==> src/hdl/pool_linked_list_engine_defines.svh <==
// pool_linked_list_engine_defines.svh: assertion macros for the linked list engine
// expects signals clk and rst_n in the module that uses them
`ifndef POOL_LINKED_LIST_ENGINE_DEFINES_SVH
`define POOL_LINKED_LIST_ENGINE_DEFINES_SVH

// property that must hold at every clock edge outside reset
`define PLLE_ASSERT(label, prop, msg) \
  label: assert property (@(posedge clk) disable iff (!rst_n) (prop)) else $error(msg);

// implication checked in the same cycle
`define PLLE_ASSERT_IMPL(label, ante, cons, msg) \
  label: assert property (@(posedge clk) disable iff (!rst_n) (ante) |-> (cons)) else $error(msg);

`endif

==> src/hdl/plle_pkg.sv <==
// plle_pkg.sv: types and constants of the pool linked list engine
// used by the channel interfaces and the top level, depends on nothing

package plle_pkg;

  // default configuration
  localparam int POOL_SLOTS_DEF = 32;
  localparam int DATA_WIDTH_DEF = 32;

  // fixed channel field widths
  localparam int MODE_W     = 2;
  localparam int ID_W       = 16;
  localparam int DATA_IN_W  = 32;
  localparam int STATUS_W   = 3;
  localparam int SLOT_OUT_W = 5;
  localparam int FDATA_W    = 32;
  localparam int FCOUNT_W   = 6;

  // operation codes
  typedef enum logic [MODE_W-1:0] {
    MODE_APPEND = 2'd0,
    MODE_SEARCH = 2'd1,
    MODE_DELETE = 2'd2,
    MODE_CLEAR  = 2'd3
  } mode_t;

  // result status codes
  typedef enum logic [STATUS_W-1:0] {
    STAT_OK        = 3'd0,
    STAT_FULL      = 3'd1,
    STAT_NOT_FOUND = 3'd2,
    STAT_DEL_HEAD  = 3'd3,
    STAT_DEL_TAIL  = 3'd4,
    STAT_DEL_MID   = 3'd5
  } status_t;

  // sequencer states
  typedef enum logic [2:0] {
    S_IDLE,
    S_POP,
    S_WALK,
    S_FREE,
    S_DONE
  } state_t;

endpackage

==> src/hdl/plle_ifs.sv <==
// plle_ifs.sv: valid/ready channel interfaces for operation and result items
// depends on plle_pkg for the field widths

interface plle_in_if;
  logic                           valid;
  logic                           ready;
  logic [plle_pkg::MODE_W-1:0]    mode;
  logic [plle_pkg::ID_W-1:0]      item_id;
  logic [plle_pkg::DATA_IN_W-1:0] item_data;

  modport source (output valid, mode, item_id, item_data, input ready);
  modport sink   (input valid, mode, item_id, item_data, output ready);
endinterface

interface plle_out_if;
  logic                            valid;
  logic                            ready;
  logic [plle_pkg::STATUS_W-1:0]   status;
  logic [plle_pkg::SLOT_OUT_W-1:0] found_slot;
  logic [plle_pkg::FDATA_W-1:0]    found_data;
  logic [plle_pkg::FCOUNT_W-1:0]   free_count;

  modport source (output valid, status, found_slot, found_data, free_count, input ready);
  modport sink   (input valid, status, found_slot, found_data, free_count, output ready);
endinterface

==> src/hdl/pool_linked_list_engine.sv <==
// Pool linked list engine: one singly linked list of (id, data) records kept in a
// fixed slot pool, free slots on a LIFO stack. Operations arrive on in_ch, one result
// item per operation leaves on out_ch.
// Usage:
//   in_ch  carries mode (append, search, delete, clear), item_id and item_data.
//          in_ch.ready is high while the sequencer is idle; one operation at a time.
//   out_ch carries status, found_slot, found_data and free_count from an output
//          register; the next operation is taken while a result still waits there.
// Walk: the list is walked one node per cycle through the link memory read port.
//   Sequence from the accepting cycle to the result: pool full, or search/delete/clear
//   on an empty list, go straight to done; append pops the free stack, then walks to
//   the tail unless the list was empty; search walks to the first hit or the end;
//   delete walks to the first hit or the end and frees a hit node; clear walks the list.
//   in_ch.ready rises again in the cycle after the result is loaded into the output
//   register.
// Reset (rst_n low, synchronous): empty list, free stack holds every slot with the
//   highest on top, output empty. Link entries carry valid bits, so no clearing pass.
// Receiver stall: the result stays in the output register; a finished operation
//   behind it waits in its last state, and no further item is accepted meanwhile.
// Depends on plle_pkg, plle_ifs and pool_linked_list_engine_defines.svh.

`include "pool_linked_list_engine_defines.svh"

module pool_linked_list_engine #(
  parameter int POOL_SLOTS = plle_pkg::POOL_SLOTS_DEF,
  parameter int DATA_WIDTH = plle_pkg::DATA_WIDTH_DEF
) (
  input logic        clk,
  input logic        rst_n,
  plle_in_if.sink    in_ch,
  plle_out_if.source out_ch
);

  // widths derived from the pool size
  localparam int IW         = (POOL_SLOTS > 1) ? $clog2(POOL_SLOTS) : 1;
  localparam int SW         = $clog2(POOL_SLOTS + 1);
  localparam int STORE_W    = (DATA_WIDTH < plle_pkg::DATA_IN_W) ? DATA_WIDTH
                                                                  : plle_pkg::DATA_IN_W;
  localparam int ID_W       = plle_pkg::ID_W;
  localparam int REC_W      = ID_W + STORE_W;
  localparam int SLOT_OUT_W = plle_pkg::SLOT_OUT_W;
  localparam int FDATA_W    = plle_pkg::FDATA_W;
  localparam int FCOUNT_W   = plle_pkg::FCOUNT_W;

  localparam logic [SW-1:0] NIL    = SW'(POOL_SLOTS);
  localparam logic [SW-1:0] ONE_S  = SW'(1);
  localparam logic [SW-1:0] TOP_RS = SW'(POOL_SLOTS - 1);

  // control registers
  plle_pkg::state_t state_r, state_nxt;
  logic [SW-1:0]    head_r, head_nxt;
  logic [SW-1:0]    free_top_r, free_top_nxt;
  logic [SW-1:0]    free_cnt_r, free_cnt_nxt;
  logic [POOL_SLOTS-1:0] link_vld_r;
  logic             out_valid_r;

  // operation registers
  plle_pkg::mode_t  mode_r, mode_nxt;
  logic [ID_W-1:0]  id_r, id_nxt;
  logic [STORE_W-1:0] data_r, data_nxt;
  logic [SW-1:0]    cur_r, cur_nxt;
  logic [SW-1:0]    prev_r, prev_nxt;
  logic [SW-1:0]    new_r, new_nxt;
  plle_pkg::status_t res_status_r, res_status_nxt;
  logic [IW-1:0]    res_slot_r, res_slot_nxt;
  logic [STORE_W-1:0] res_data_r, res_data_nxt;

  // output registers
  plle_pkg::status_t  out_status_r;
  logic [IW-1:0]      out_slot_r;
  logic [STORE_W-1:0] out_data_r;
  logic [SW-1:0]      out_cnt_r;

  // memories and their ports
  logic [SW-1:0]    link_mem [POOL_SLOTS];
  logic [REC_W-1:0] rec_mem  [POOL_SLOTS];
  logic             rd_en;
  logic [IW-1:0]    rd_addr;
  logic [IW-1:0]    rd_addr_q;
  logic [SW-1:0]    link_q;
  logic             link_vld_q;
  logic [REC_W-1:0] rec_q;
  logic             lnk_we;
  logic [IW-1:0]    lnk_waddr;
  logic [SW-1:0]    lnk_wdata;
  logic             rec_we;

  // decoded conditions
  logic             in_fire;
  logic             out_load;
  logic [SW-1:0]    link_rd;
  logic             walk_nil;
  logic             walk_hit;
  logic             head_nil;
  logic             pool_empty;
  plle_pkg::mode_t  in_mode;

  assign in_fire    = in_ch.valid && in_ch.ready;
  assign in_mode    = plle_pkg::mode_t'(in_ch.mode);
  assign out_load   = (state_r == plle_pkg::S_DONE) && (!out_valid_r || out_ch.ready);
  assign head_nil   = (head_r >= NIL);
  assign pool_empty = (free_cnt_r == '0);

  // link read data, an entry never written reads as its reset link
  always_comb begin
    if (link_vld_q) begin
      link_rd = link_q;
    end else if (rd_addr_q == '0) begin
      link_rd = NIL;
    end else begin
      link_rd = SW'(rd_addr_q) - ONE_S;
    end
  end

  assign walk_nil = (link_rd >= NIL);
  assign walk_hit = (rec_q[STORE_W +: ID_W] == id_r);

  // next state
  always_comb begin
    state_nxt = state_r;
    case (state_r)
      plle_pkg::S_IDLE: begin
        if (in_fire) begin
          if (in_mode == plle_pkg::MODE_APPEND) begin
            state_nxt = pool_empty ? plle_pkg::S_DONE : plle_pkg::S_POP;
          end else begin
            state_nxt = head_nil ? plle_pkg::S_DONE : plle_pkg::S_WALK;
          end
        end
      end
      plle_pkg::S_POP: begin
        state_nxt = head_nil ? plle_pkg::S_DONE : plle_pkg::S_WALK;
      end
      plle_pkg::S_WALK: begin
        case (mode_r)
          plle_pkg::MODE_SEARCH: begin
            if (walk_hit || walk_nil) state_nxt = plle_pkg::S_DONE;
          end
          plle_pkg::MODE_DELETE: begin
            if (walk_hit) begin
              state_nxt = plle_pkg::S_FREE;
            end else if (walk_nil) begin
              state_nxt = plle_pkg::S_DONE;
            end
          end
          default: begin
            if (walk_nil) state_nxt = plle_pkg::S_DONE;
          end
        endcase
      end
      plle_pkg::S_FREE: begin
        state_nxt = plle_pkg::S_DONE;
      end
      plle_pkg::S_DONE: begin
        if (out_load) state_nxt = plle_pkg::S_IDLE;
      end
      default: begin
        state_nxt = plle_pkg::S_IDLE;
      end
    endcase
  end

  // datapath and memory ports per state
  always_comb begin
    head_nxt       = head_r;
    free_top_nxt   = free_top_r;
    free_cnt_nxt   = free_cnt_r;
    mode_nxt       = mode_r;
    id_nxt         = id_r;
    data_nxt       = data_r;
    cur_nxt        = cur_r;
    prev_nxt       = prev_r;
    new_nxt        = new_r;
    res_status_nxt = res_status_r;
    res_slot_nxt   = res_slot_r;
    res_data_nxt   = res_data_r;
    rd_en          = 1'b0;
    rd_addr        = cur_r[IW-1:0];
    lnk_we         = 1'b0;
    lnk_waddr      = cur_r[IW-1:0];
    lnk_wdata      = NIL;
    rec_we         = 1'b0;

    case (state_r)
      // take the item and start the first read
      plle_pkg::S_IDLE: begin
        if (in_fire) begin
          mode_nxt     = in_mode;
          id_nxt       = in_ch.item_id;
          data_nxt     = in_ch.item_data[STORE_W-1:0];
          prev_nxt     = NIL;
          cur_nxt      = head_r;
          res_slot_nxt = '0;
          res_data_nxt = '0;
          if (in_mode == plle_pkg::MODE_APPEND) begin
            res_status_nxt = pool_empty ? plle_pkg::STAT_FULL : plle_pkg::STAT_OK;
            rd_en          = !pool_empty;
            rd_addr        = free_top_r[IW-1:0];
          end else begin
            res_status_nxt = (in_mode == plle_pkg::MODE_CLEAR) ? plle_pkg::STAT_OK
                                                                : plle_pkg::STAT_NOT_FOUND;
            rd_en          = !head_nil;
            rd_addr        = head_r[IW-1:0];
          end
        end
      end
      // pop the free stack and write the new record
      plle_pkg::S_POP: begin
        new_nxt      = free_top_r;
        free_top_nxt = link_rd;
        free_cnt_nxt = free_cnt_r - ONE_S;
        lnk_we       = 1'b1;
        lnk_waddr    = free_top_r[IW-1:0];
        lnk_wdata    = NIL;
        rec_we       = 1'b1;
        res_slot_nxt = free_top_r[IW-1:0];
        if (head_nil) begin
          head_nxt = free_top_r;
        end else begin
          cur_nxt = head_r;
          rd_en   = 1'b1;
          rd_addr = head_r[IW-1:0];
        end
      end
      // one node per cycle
      plle_pkg::S_WALK: begin
        case (mode_r)
          plle_pkg::MODE_APPEND: begin
            if (walk_nil) begin
              lnk_we    = 1'b1;
              lnk_wdata = new_r;
            end else begin
              cur_nxt = link_rd;
              rd_en   = 1'b1;
              rd_addr = link_rd[IW-1:0];
            end
          end
          plle_pkg::MODE_SEARCH: begin
            if (walk_hit) begin
              res_status_nxt = plle_pkg::STAT_OK;
              res_slot_nxt   = cur_r[IW-1:0];
              res_data_nxt   = rec_q[STORE_W-1:0];
            end else if (!walk_nil) begin
              cur_nxt = link_rd;
              rd_en   = 1'b1;
              rd_addr = link_rd[IW-1:0];
            end
          end
          plle_pkg::MODE_DELETE: begin
            if (walk_hit) begin
              if (prev_r >= NIL) begin
                head_nxt       = link_rd;
                res_status_nxt = plle_pkg::STAT_DEL_HEAD;
              end else begin
                lnk_we         = 1'b1;
                lnk_waddr      = prev_r[IW-1:0];
                lnk_wdata      = link_rd;
                res_status_nxt = walk_nil ? plle_pkg::STAT_DEL_TAIL
                                          : plle_pkg::STAT_DEL_MID;
              end
            end else if (!walk_nil) begin
              prev_nxt = cur_r;
              cur_nxt  = link_rd;
              rd_en    = 1'b1;
              rd_addr  = link_rd[IW-1:0];
            end
          end
          default: begin
            // clear: push each node in list order
            lnk_we       = 1'b1;
            lnk_wdata    = free_top_r;
            free_top_nxt = cur_r;
            free_cnt_nxt = free_cnt_r + ONE_S;
            if (walk_nil) begin
              head_nxt = NIL;
            end else begin
              cur_nxt = link_rd;
              rd_en   = 1'b1;
              rd_addr = link_rd[IW-1:0];
            end
          end
        endcase
      end
      // push the unlinked node
      plle_pkg::S_FREE: begin
        lnk_we       = 1'b1;
        lnk_wdata    = free_top_r;
        free_top_nxt = cur_r;
        free_cnt_nxt = free_cnt_r + ONE_S;
      end
      default: begin
      end
    endcase
  end

  // control state
  always_ff @(posedge clk) begin
    if (!rst_n) begin
      state_r    <= plle_pkg::S_IDLE;
      head_r     <= NIL;
      free_top_r <= TOP_RS;
      free_cnt_r <= NIL;
    end else begin
      state_r    <= state_nxt;
      head_r     <= head_nxt;
      free_top_r <= free_top_nxt;
      free_cnt_r <= free_cnt_nxt;
    end
  end

  // link entries written since reset
  always_ff @(posedge clk) begin
    if (!rst_n) begin
      link_vld_r <= '0;
    end else if (lnk_we) begin
      link_vld_r[lnk_waddr] <= 1'b1;
    end
  end

  // operation registers
  always_ff @(posedge clk) begin
    mode_r       <= mode_nxt;
    id_r         <= id_nxt;
    data_r       <= data_nxt;
    cur_r        <= cur_nxt;
    prev_r       <= prev_nxt;
    new_r        <= new_nxt;
    res_status_r <= res_status_nxt;
    res_slot_r   <= res_slot_nxt;
    res_data_r   <= res_data_nxt;
  end

  // link memory
  always_ff @(posedge clk) begin
    if (lnk_we) begin
      link_mem[lnk_waddr] <= lnk_wdata;
    end
    if (rd_en) begin
      link_q     <= link_mem[rd_addr];
      link_vld_q <= link_vld_r[rd_addr];
      rd_addr_q  <= rd_addr;
    end
  end

  // record memory, id over data
  always_ff @(posedge clk) begin
    if (rec_we) begin
      rec_mem[free_top_r[IW-1:0]] <= {id_r, data_r};
    end
    if (rd_en) begin
      rec_q <= rec_mem[rd_addr];
    end
  end

  // output register
  always_ff @(posedge clk) begin
    if (!rst_n) begin
      out_valid_r <= 1'b0;
    end else if (out_load) begin
      out_valid_r <= 1'b1;
    end else if (out_ch.ready) begin
      out_valid_r <= 1'b0;
    end
  end

  always_ff @(posedge clk) begin
    if (out_load) begin
      out_status_r <= res_status_r;
      out_slot_r   <= res_slot_r;
      out_data_r   <= res_data_r;
      out_cnt_r    <= free_cnt_r;
    end
  end

  // channel ports
  assign in_ch.ready       = (state_r == plle_pkg::S_IDLE);
  assign out_ch.valid      = out_valid_r;
  assign out_ch.status     = out_status_r;
  assign out_ch.found_slot = SLOT_OUT_W'(out_slot_r);
  assign out_ch.found_data = FDATA_W'(out_data_r);
  assign out_ch.free_count = FCOUNT_W'(out_cnt_r);

  // checks
  `PLLE_ASSERT(a_free_cnt_range, free_cnt_r <= NIL, "free count above pool size")
  `PLLE_ASSERT(a_no_rw_same_link, !(rd_en && lnk_we && (rd_addr == lnk_waddr)), "link read and write collide")
  `PLLE_ASSERT_IMPL(a_idle_consistent, state_r == plle_pkg::S_IDLE, (head_r >= NIL) == (free_cnt_r == NIL), "empty list and full free stack disagree")
  `PLLE_ASSERT_IMPL(a_result_from_done, $rose(out_valid_r), $past(state_r == plle_pkg::S_DONE), "result valid without finished operation")

endmodule

==> src/flat_wrapper.sv <==
// flat-port wrapper written by rule: the top's interface ports become plain ports
module pool_linked_list_engine_flat 
#(
  parameter int POOL_SLOTS = plle_pkg::POOL_SLOTS_DEF,
  parameter int DATA_WIDTH = plle_pkg::DATA_WIDTH_DEF
)
  (clk, rst_n, in_ch_valid, in_ch_mode, in_ch_item_id, in_ch_item_data, in_ch_ready, out_ch_valid, out_ch_status, out_ch_found_slot, out_ch_found_data, out_ch_free_count, out_ch_ready);
  plle_in_if in_ch_i ();
  plle_out_if out_ch_i ();
  input logic clk;
  input logic rst_n;
  input wire logic [$bits(in_ch_i.valid)-1:0] in_ch_valid;
  input wire logic [$bits(in_ch_i.mode)-1:0] in_ch_mode;
  input wire logic [$bits(in_ch_i.item_id)-1:0] in_ch_item_id;
  input wire logic [$bits(in_ch_i.item_data)-1:0] in_ch_item_data;
  output wire logic [$bits(in_ch_i.ready)-1:0] in_ch_ready;
  output wire logic [$bits(out_ch_i.valid)-1:0] out_ch_valid;
  output wire logic [$bits(out_ch_i.status)-1:0] out_ch_status;
  output wire logic [$bits(out_ch_i.found_slot)-1:0] out_ch_found_slot;
  output wire logic [$bits(out_ch_i.found_data)-1:0] out_ch_found_data;
  output wire logic [$bits(out_ch_i.free_count)-1:0] out_ch_free_count;
  input wire logic [$bits(out_ch_i.ready)-1:0] out_ch_ready;
  assign in_ch_i.valid = in_ch_valid;
  assign in_ch_i.mode = in_ch_mode;
  assign in_ch_i.item_id = in_ch_item_id;
  assign in_ch_i.item_data = in_ch_item_data;
  assign in_ch_ready = in_ch_i.ready;
  assign out_ch_valid = out_ch_i.valid;
  assign out_ch_status = out_ch_i.status;
  assign out_ch_found_slot = out_ch_i.found_slot;
  assign out_ch_found_data = out_ch_i.found_data;
  assign out_ch_free_count = out_ch_i.free_count;
  assign out_ch_i.ready = out_ch_ready;
  pool_linked_list_engine #(.POOL_SLOTS(POOL_SLOTS), .DATA_WIDTH(DATA_WIDTH)) u_core (.clk(clk), .rst_n(rst_n), .in_ch(in_ch_i), .out_ch(out_ch_i));
endmodule
==> config.mk <==
export PLATFORM = sky130hd
export DESIGN_NAME = pool_linked_list_engine_flat
export DESIGN_NICKNAME = d
export VERILOG_FILES = /design/src/hdl/plle_pkg.sv /design/src/hdl/plle_ifs.sv /design/src/hdl/pool_linked_list_engine.sv /design/src/flat_wrapper.sv
export VERILOG_INCLUDE_DIRS = /design/src /design/src/hdl
export SDC_FILE = /design/constraint.sdc
export NUM_CORES = 2
export LEC_CHECK = 0
export BUFFER_PORTS_ARGS = -buffer_cell sky130_fd_sc_hd__clkbuf_2
export CELL_PAD_IN_SITES_DETAIL_PLACEMENT = 1
export CELL_PAD_IN_SITES_GLOBAL_PLACEMENT = 1
export CORE_ASPECT_RATIO = 1.1
export CORE_MARGIN = 2
export CORE_UTILIZATION = 55
export CTS_BUF_LIST = sky130_fd_sc_hd__clkbuf_4 sky130_fd_sc_hd__clkbuf_8
export DETAILED_ROUTE_END_ITERATION = 6
export PLACE_DENSITY_LB_ADDON = 0.1
export SLEW_MARGIN = 20
export SYNTH_ARGS = -nofsm -noshare
export SYNTH_HDL_FRONTEND = slang
export SYNTH_SLANG_ARGS = --single-unit
==> constraint.sdc <==
create_clock -name clk -period 5.6 [get_ports clk]
set_input_delay 1.12 -clock clk [delete_from_list [all_inputs] [get_ports clk]]
set_output_delay 1.12 -clock clk [all_outputs]
set_load 0.005 [all_outputs]
* After elaboration in Yosys (flattened, before gate mapping) *
Memories as Yosys holds them, arrays and structs flattened. A register that Yosys moved wholly into a read port is not among the register bits.
Cells that the tools add are included.

cells by class
  add/subtract/negate cells = 3
  magnitude comparators = 6
  equality and inequality tests = 26
  multiplexer cells = 90
  bitwise gates (word level) = 1
  reduce and logical (&&, ||, !) cells = 31

operators by type and width
  kind                                                                           count
  6-bit two-way mux                                                              20
  32-bit two-way mux                                                             3
  6-bit case mux with 3 select lines                                             4
  32-bit case mux with 2 select lines                                            1
  5-bit two-way mux                                                              12
  6-bit case mux with 2 select lines                                             4
  3-bit two-way mux                                                              13
  32-bit bitwise OR                                                              1
  5-bit case mux with 3 select lines                                             2
  1-bit two-way mux                                                              20
  6-bit >= comparator (second input constant)                                    3
  3-bit case mux with 2 select lines                                             3
  16-bit equality test                                                           1
  3-bit case mux with 5 select lines                                             1
  5-bit by 6-bit less-than comparator with 1-bit output (second input constant)  2
  2-bit != test (second input constant)                                          6
  3-bit by 2-bit != test with 1-bit output (second input constant)               4
  4-bit AND reduction                                                            3
  2-bit by 1-bit != test with 1-bit output (second input constant)               5
  5-bit case mux with 2 select lines                                             1
  5-bit AND reduction                                                            2
  6-bit by 1-bit adder with 6-bit output (second input constant)                 1
  3-bit by 2-bit equality test with 1-bit output (second input constant)         2
  6-bit logical NOT                                                              1
  27 further kinds                                                               42

word-level totals
  register bits = 214
  memory bits (writable) = 1728
  memories = 2

memories
  name             words  width  rd ports  clocked after Yosys merged registers in  write ports  line                           text
  u_core.rec_mem   32     48     1         1                                        1            pool_linked_list_engine.sv:76  logic [REC_W-1:0] rec_mem [POOL_SLOTS];
  u_core.link_mem  32     6      1         1                                        1            pool_linked_list_engine.sv:75  logic [SW-1:0] link_mem [POOL_SLOTS];

* Logic depth before layout (Yosys ltp) *
  depth after elaboration = 10
  gate-level depth with buffers = 17

* Worst setup path before layout *
Ideal clock, no wire load.

  kind = input to register
  start = in in_ch_mode[0]
  end = reg u_core.link_q[0], read port of u_core.link_mem, enable pin
  arrival time = 4.651 ns
  slack = 0.444 ns
  stages on the path = 5
  path buffers = 1
  path through = inv_1 > ha_1 > clkbuf_1 > nand2_1 > o221ai_1

between the ends
  longest elaborated chain between the ends = 4

RTL lines
  what                                line                            text
  start: declaration                  flat_wrapper.sv:13              input wire logic [$bits(in_ch_i.mode)-1:0] in_ch_mode;
  2-bit logical NOT                   pool_linked_list_engine.sv:195  if (in_mode == plle_pkg::MODE_APPEND) begin
  1-bit two-way mux                   pool_linked_list_engine.sv:195
  1-bit two-way mux                   pool_linked_list_engine.sv:187  if (in_fire) begin
  1-bit case mux with 3 select lines  pool_linked_list_engine.sv:184  case (state_r)
  via u_core.rd_en                    pool_linked_list_engine.sv:77   logic rd_en;
  end: declaration                    pool_linked_list_engine.sv:80   logic [SW-1:0] link_q;

The timed path passes the listed nets, and every way through them passes these cells.
A chain may end at the register's enable or synchronous reset.

* Worst setup path after layout *
  start = reg u_core.id_r[12]
  end = reg u_core.link_vld_q, data pin

between the ends
  longest elaborated chain between the ends = 6

RTL lines
  what                                       line                            text
  start: declaration                         pool_linked_list_engine.sv:59   logic [ID_W-1:0] id_r, id_nxt;
  start signal: assignment                   pool_linked_list_engine.sv:323  id_r <= id_nxt;
  16-bit equality test                       pool_linked_list_engine.sv:116  assign walk_hit = (rec_q[STORE_W +: ID_W] == id_r);
  5-bit two-way mux                          pool_linked_list_engine.sv:239  if (walk_hit) begin
  5-bit two-way mux                          -
  5-bit case mux with 3 select lines         pool_linked_list_engine.sv:184
  1-bit binary-select mux with 5-bit select  pool_linked_list_engine.sv:340  link_vld_q <= link_vld_r[rd_addr];
  1-bit two-way mux (implied by the code)    pool_linked_list_engine.sv:340
  end signal: assignment                     pool_linked_list_engine.sv:340
  end: declaration                           pool_linked_list_engine.sv:81   logic link_vld_q;

Every way passes these cells. The select of a mux whose other input is x is not followed.

==> flow_metrics.tcl <==
set metrics [dict create \
    syn_avg_cell_area_sq_um 13.9 \
    yosys.cell_types.count 74 \
    yosysTopAreaCell "edfxtp_1" \
    yosysWarnings 0 \
    cts_setup_buffers 0 \
    wl_um 269000 \
    p_sw_frac 0.283 \
    hp-class "input port to register" \
    clock_power_share 0.355 \
    grt_first_pass_wirelength_um 388000 \
    fp.dieW_um 370 \
    period_share 0.949 \
    clock_skew_ns 0.0614 \
    hold-worst-slack_ns 0.242 \
    async_flop_share 0 \
    worst_ep_required_time_ns 6.48 \
    ys_seq_elements 1996 \
    fillers 13700 \
    cts-root-buf "clkbuf_8" \
    start_kind "register" \
    peakVddDrop_mv 0.316 \
    ant_nets 0 \
    synth_top_cell_area_share 0.720 \
    final_util 0.625 \
    dpl_cell_area_sq_um 85100 \
    drt_iter0_markers 6853 \
    end_kind "register" \
    fin_setup_tns_ns 0 \
    tightest_slew_ns 1.18 \
    grt_max_degree 156 \
    die_h_um 406 \
    syn_to_final_growth_pct 12.6 \
    synth.cell_area_sq_um 81000 \
    synthCells 5822 \
    max_freq_ghz 0.188 \
    htreeDepth 5 \
    critPathKind "register to register" \
    wl_met3_um 24400 \
    yosysSeqAreaShare 0.733 \
    clk_pin_slew_ns 0.06 \
    grt_setup_unrepaired "false" \
    crit_family "compound AO/OA/AOI/OAI gates" \
    synth_edf_count 1942 \
    via_count 55100 \
    wl_per_cell_um 32.7 \
    synth_nets 5887 \
    fin_area_sq_um 91200 \
    die_area_sq_um 150000 \
    rows 147 \
    cts_buffers 332 \
    yosysMostFrequentCell "edfxtp_1" \
    synth_area_leaders "edfxtp_1 (72%), nand2_1 (4.9%), nand3_1 (3.7%), mux2i_1 (3.3%), a211oi_1 (1.5%)" \
    worst-path-buf-inv 4 \
    routed-wl-met2_um 129000 \
    p_int_w 0.0250 \
    powerDensity_nw_per_um2 382 \
    avgViaCountPerCell 6.70 \
    cts_buffer_depth 4 \
    hold_viol 0 \
    p_comb_frac 0.156 \
    globalplace.congestion 0.851 \
    drv_slew 0 \
    drc_errors 0 \
    setup_viol 0 \
    cts_resized 0 \
    highest_layer "met5" \
    p_leak_nw 31.4 \
    ys.flop_type "edfxtp_1" \
    cap_violations 0 \
    grt_use_total 0.357 \
    portBuffers 101 \
    clk_latency_ns 1.07 \
    antenna_found_initial 2 \
    gr-total-overflow 0 \
    io-pin-count 102 \
    cpPeakStageDelay_ns 0.62 \
    hpwl_um 146000 \
    start_util 0.555 \
    fin_crit_ns 5.32 \
    cts_hold_buf 0 \
    cts_tree "built" \
    synth_common_cells "edfxtp_1 (1942), nand2_1 (1047), nand3_1 (595)" \
    coreArea_sq_um 146000 \
    nNetsFinal 6117 \
    drt_pass1_iterations 6 \
    status "finished clean" \
    worstPathArrival_ns 6.20 \
    crit_slowest_cell "o21ai_4" \
    maxSlewHeadroom 0.211 \
    crit_chain "buf_4 -> xor2_1 -> nor4_1 -> nand4_2 -> buf_4 -> mux2i_4 -> o21ai_4 -> inv_8 -> buf_12 -> mux2_2 -> o22ai_1 -> a311oi_1 -> o32ai_1 -> a221oi_1" \
    clock-sinks 1996 \
    critPathMostFrequentCell "buf_4" \
    drive_above_1_share 0.145 \
    grt_pass1_vias 57100 \
    crit_path_max_fanout 50 \
    wl_met1_um 101000 \
    pwr-share-seq 0.489 \
    p_total_w 0.0348 \
    p_switching_w 0.00985 \
]
[power by group through the flow]
| stage | registers [W] | clock network (W) | logic (W) |
|---|---|---|---|
| after floorplan | 0.0172 | 0 | 0.00326 |
| after global placement | 0.0173 | 0 | 0.00513 |
| after detailed placement | 0.0173 | 0 | 0.00534 |
| after CTS | 0.0170 | 0.0125 | 0.00537 |
| after global routing | 0.0170 | 0.0131 | 0.00576 |
| final | 0.0170 | 0.0124 | 0.00542 |
[metrics by stage]
step | std cells | setup WS, ns
after global routing | 8225 | 0.151
final | 8225 | 0.284
after floorplan | 5822 | 0.444
after CTS | 8221 | 0.415
after global placement | 7651 | 0.440
after detailed placement | 7652 | 0.369
[final timing paths]
| path | startpoint | slack [ns] | endpoint | cells after the start |
|---|---|---|---|---|
| setup / recovery | u_core.id_r[12]$_DFFE_PP_ | 0.28 | u_core.link_vld_q$_DFFE_PP_ | 14 |
| hold / removal | in_ch_item_id[13] | 0.24 | u_core.id_r[13]$_DFFE_PP_ | 1 |
| setup reg to reg | u_core.id_r[12]$_DFFE_PP_ | 0.28 | u_core.link_vld_q$_DFFE_PP_ | 14 |
| hold reg to reg | u_core.res_slot_r[3]$_DFFE_PP_ | 0.42 | u_core.out_ch.found_slot[3]$_DFFE_PP_ | 0 |
[layout make-up]
type	count	area [sq um]	share of cell area
Sequential cell	1996	59400	0.651
Multi-Input combinational cell	3395	20200	0.222
Clock buffer	443	5470	0.0599
Timing Repair Buffer	300	2940	0.0322
Tap cell	1937	2420	0.0266
Clock inverter	126	648	0.00710
Inverter	27	119	0.00130
Antenna cell	1	2.50	0.0000274
[metal layers]
metal / vias to the layer above / track usage
met3: 809 / 0.0655
met4: 2 / 0.184
met5: - / 0
met1: 28300 / 0.462
li1: 22800 / -
met2: 3151 / 0.579
[sequential cells by signal, summed over array words and instances, names as in the netlist, 2 cells and up]
| signal | cells |
|---|---|
| u_core.data_r | 32 |
| u_core.id_r | 16 |
| u_core.res_slot_r | 5 |
| u_core.link_q | 6 |
| u_core.rd_addr_q | 5 |
| u_core.out_ch.status | 3 |
| u_core.out_ch.free_count | 6 |
| u_core.rec_mem | 1536 |
| u_core.new_r | 6 |
| u_core.link_vld_r | 32 |
| u_core.prev_r | 6 |
| u_core.res_data_r | 32 |
| u_core.free_top_r | 6 |
| u_core.state_r | 3 |
| u_core.res_status_r | 3 |
| u_core.rec_q | 48 |
| u_core.out_ch.found_slot | 5 |
| u_core.link_mem | 192 |
| u_core.head_r | 6 |
| u_core.mode_r | 2 |
| u_core.free_cnt_r | 6 |
| u_core.out_ch.found_data | 32 |
| u_core.cur_r | 6 |
[cell usage in the layout, fill, tap and decap left out, drive strengths merged, types with 74 or more instances in the layout]
| cell type | instances |
|---|---|
| buf | 198 |
| and3 | 74 |
| mux2i | 267 |
| and2 | 93 |
| clkinv | 115 |
| nand3 | 597 |
| a21oi | 185 |
| clkbuf | 545 |
| a31oi | 116 |
| nand2 | 1052 |
| edfxtp | 1942 |
| a211oi | 160 |
| o21ai | 184 |
| nor2 | 111 |
[cells by family after synthesis]
logic type	count (synthesis)	synth area share
mux	271	0.0336
simple gates	2087	0.119
buf+inv	431	0.0223
xor+xnor	22	0.00238
compound gates	1004	0.0881
flops	1996	0.733
fa+ha+maj	11	0.00179
(Power assumes the default switching activity.)
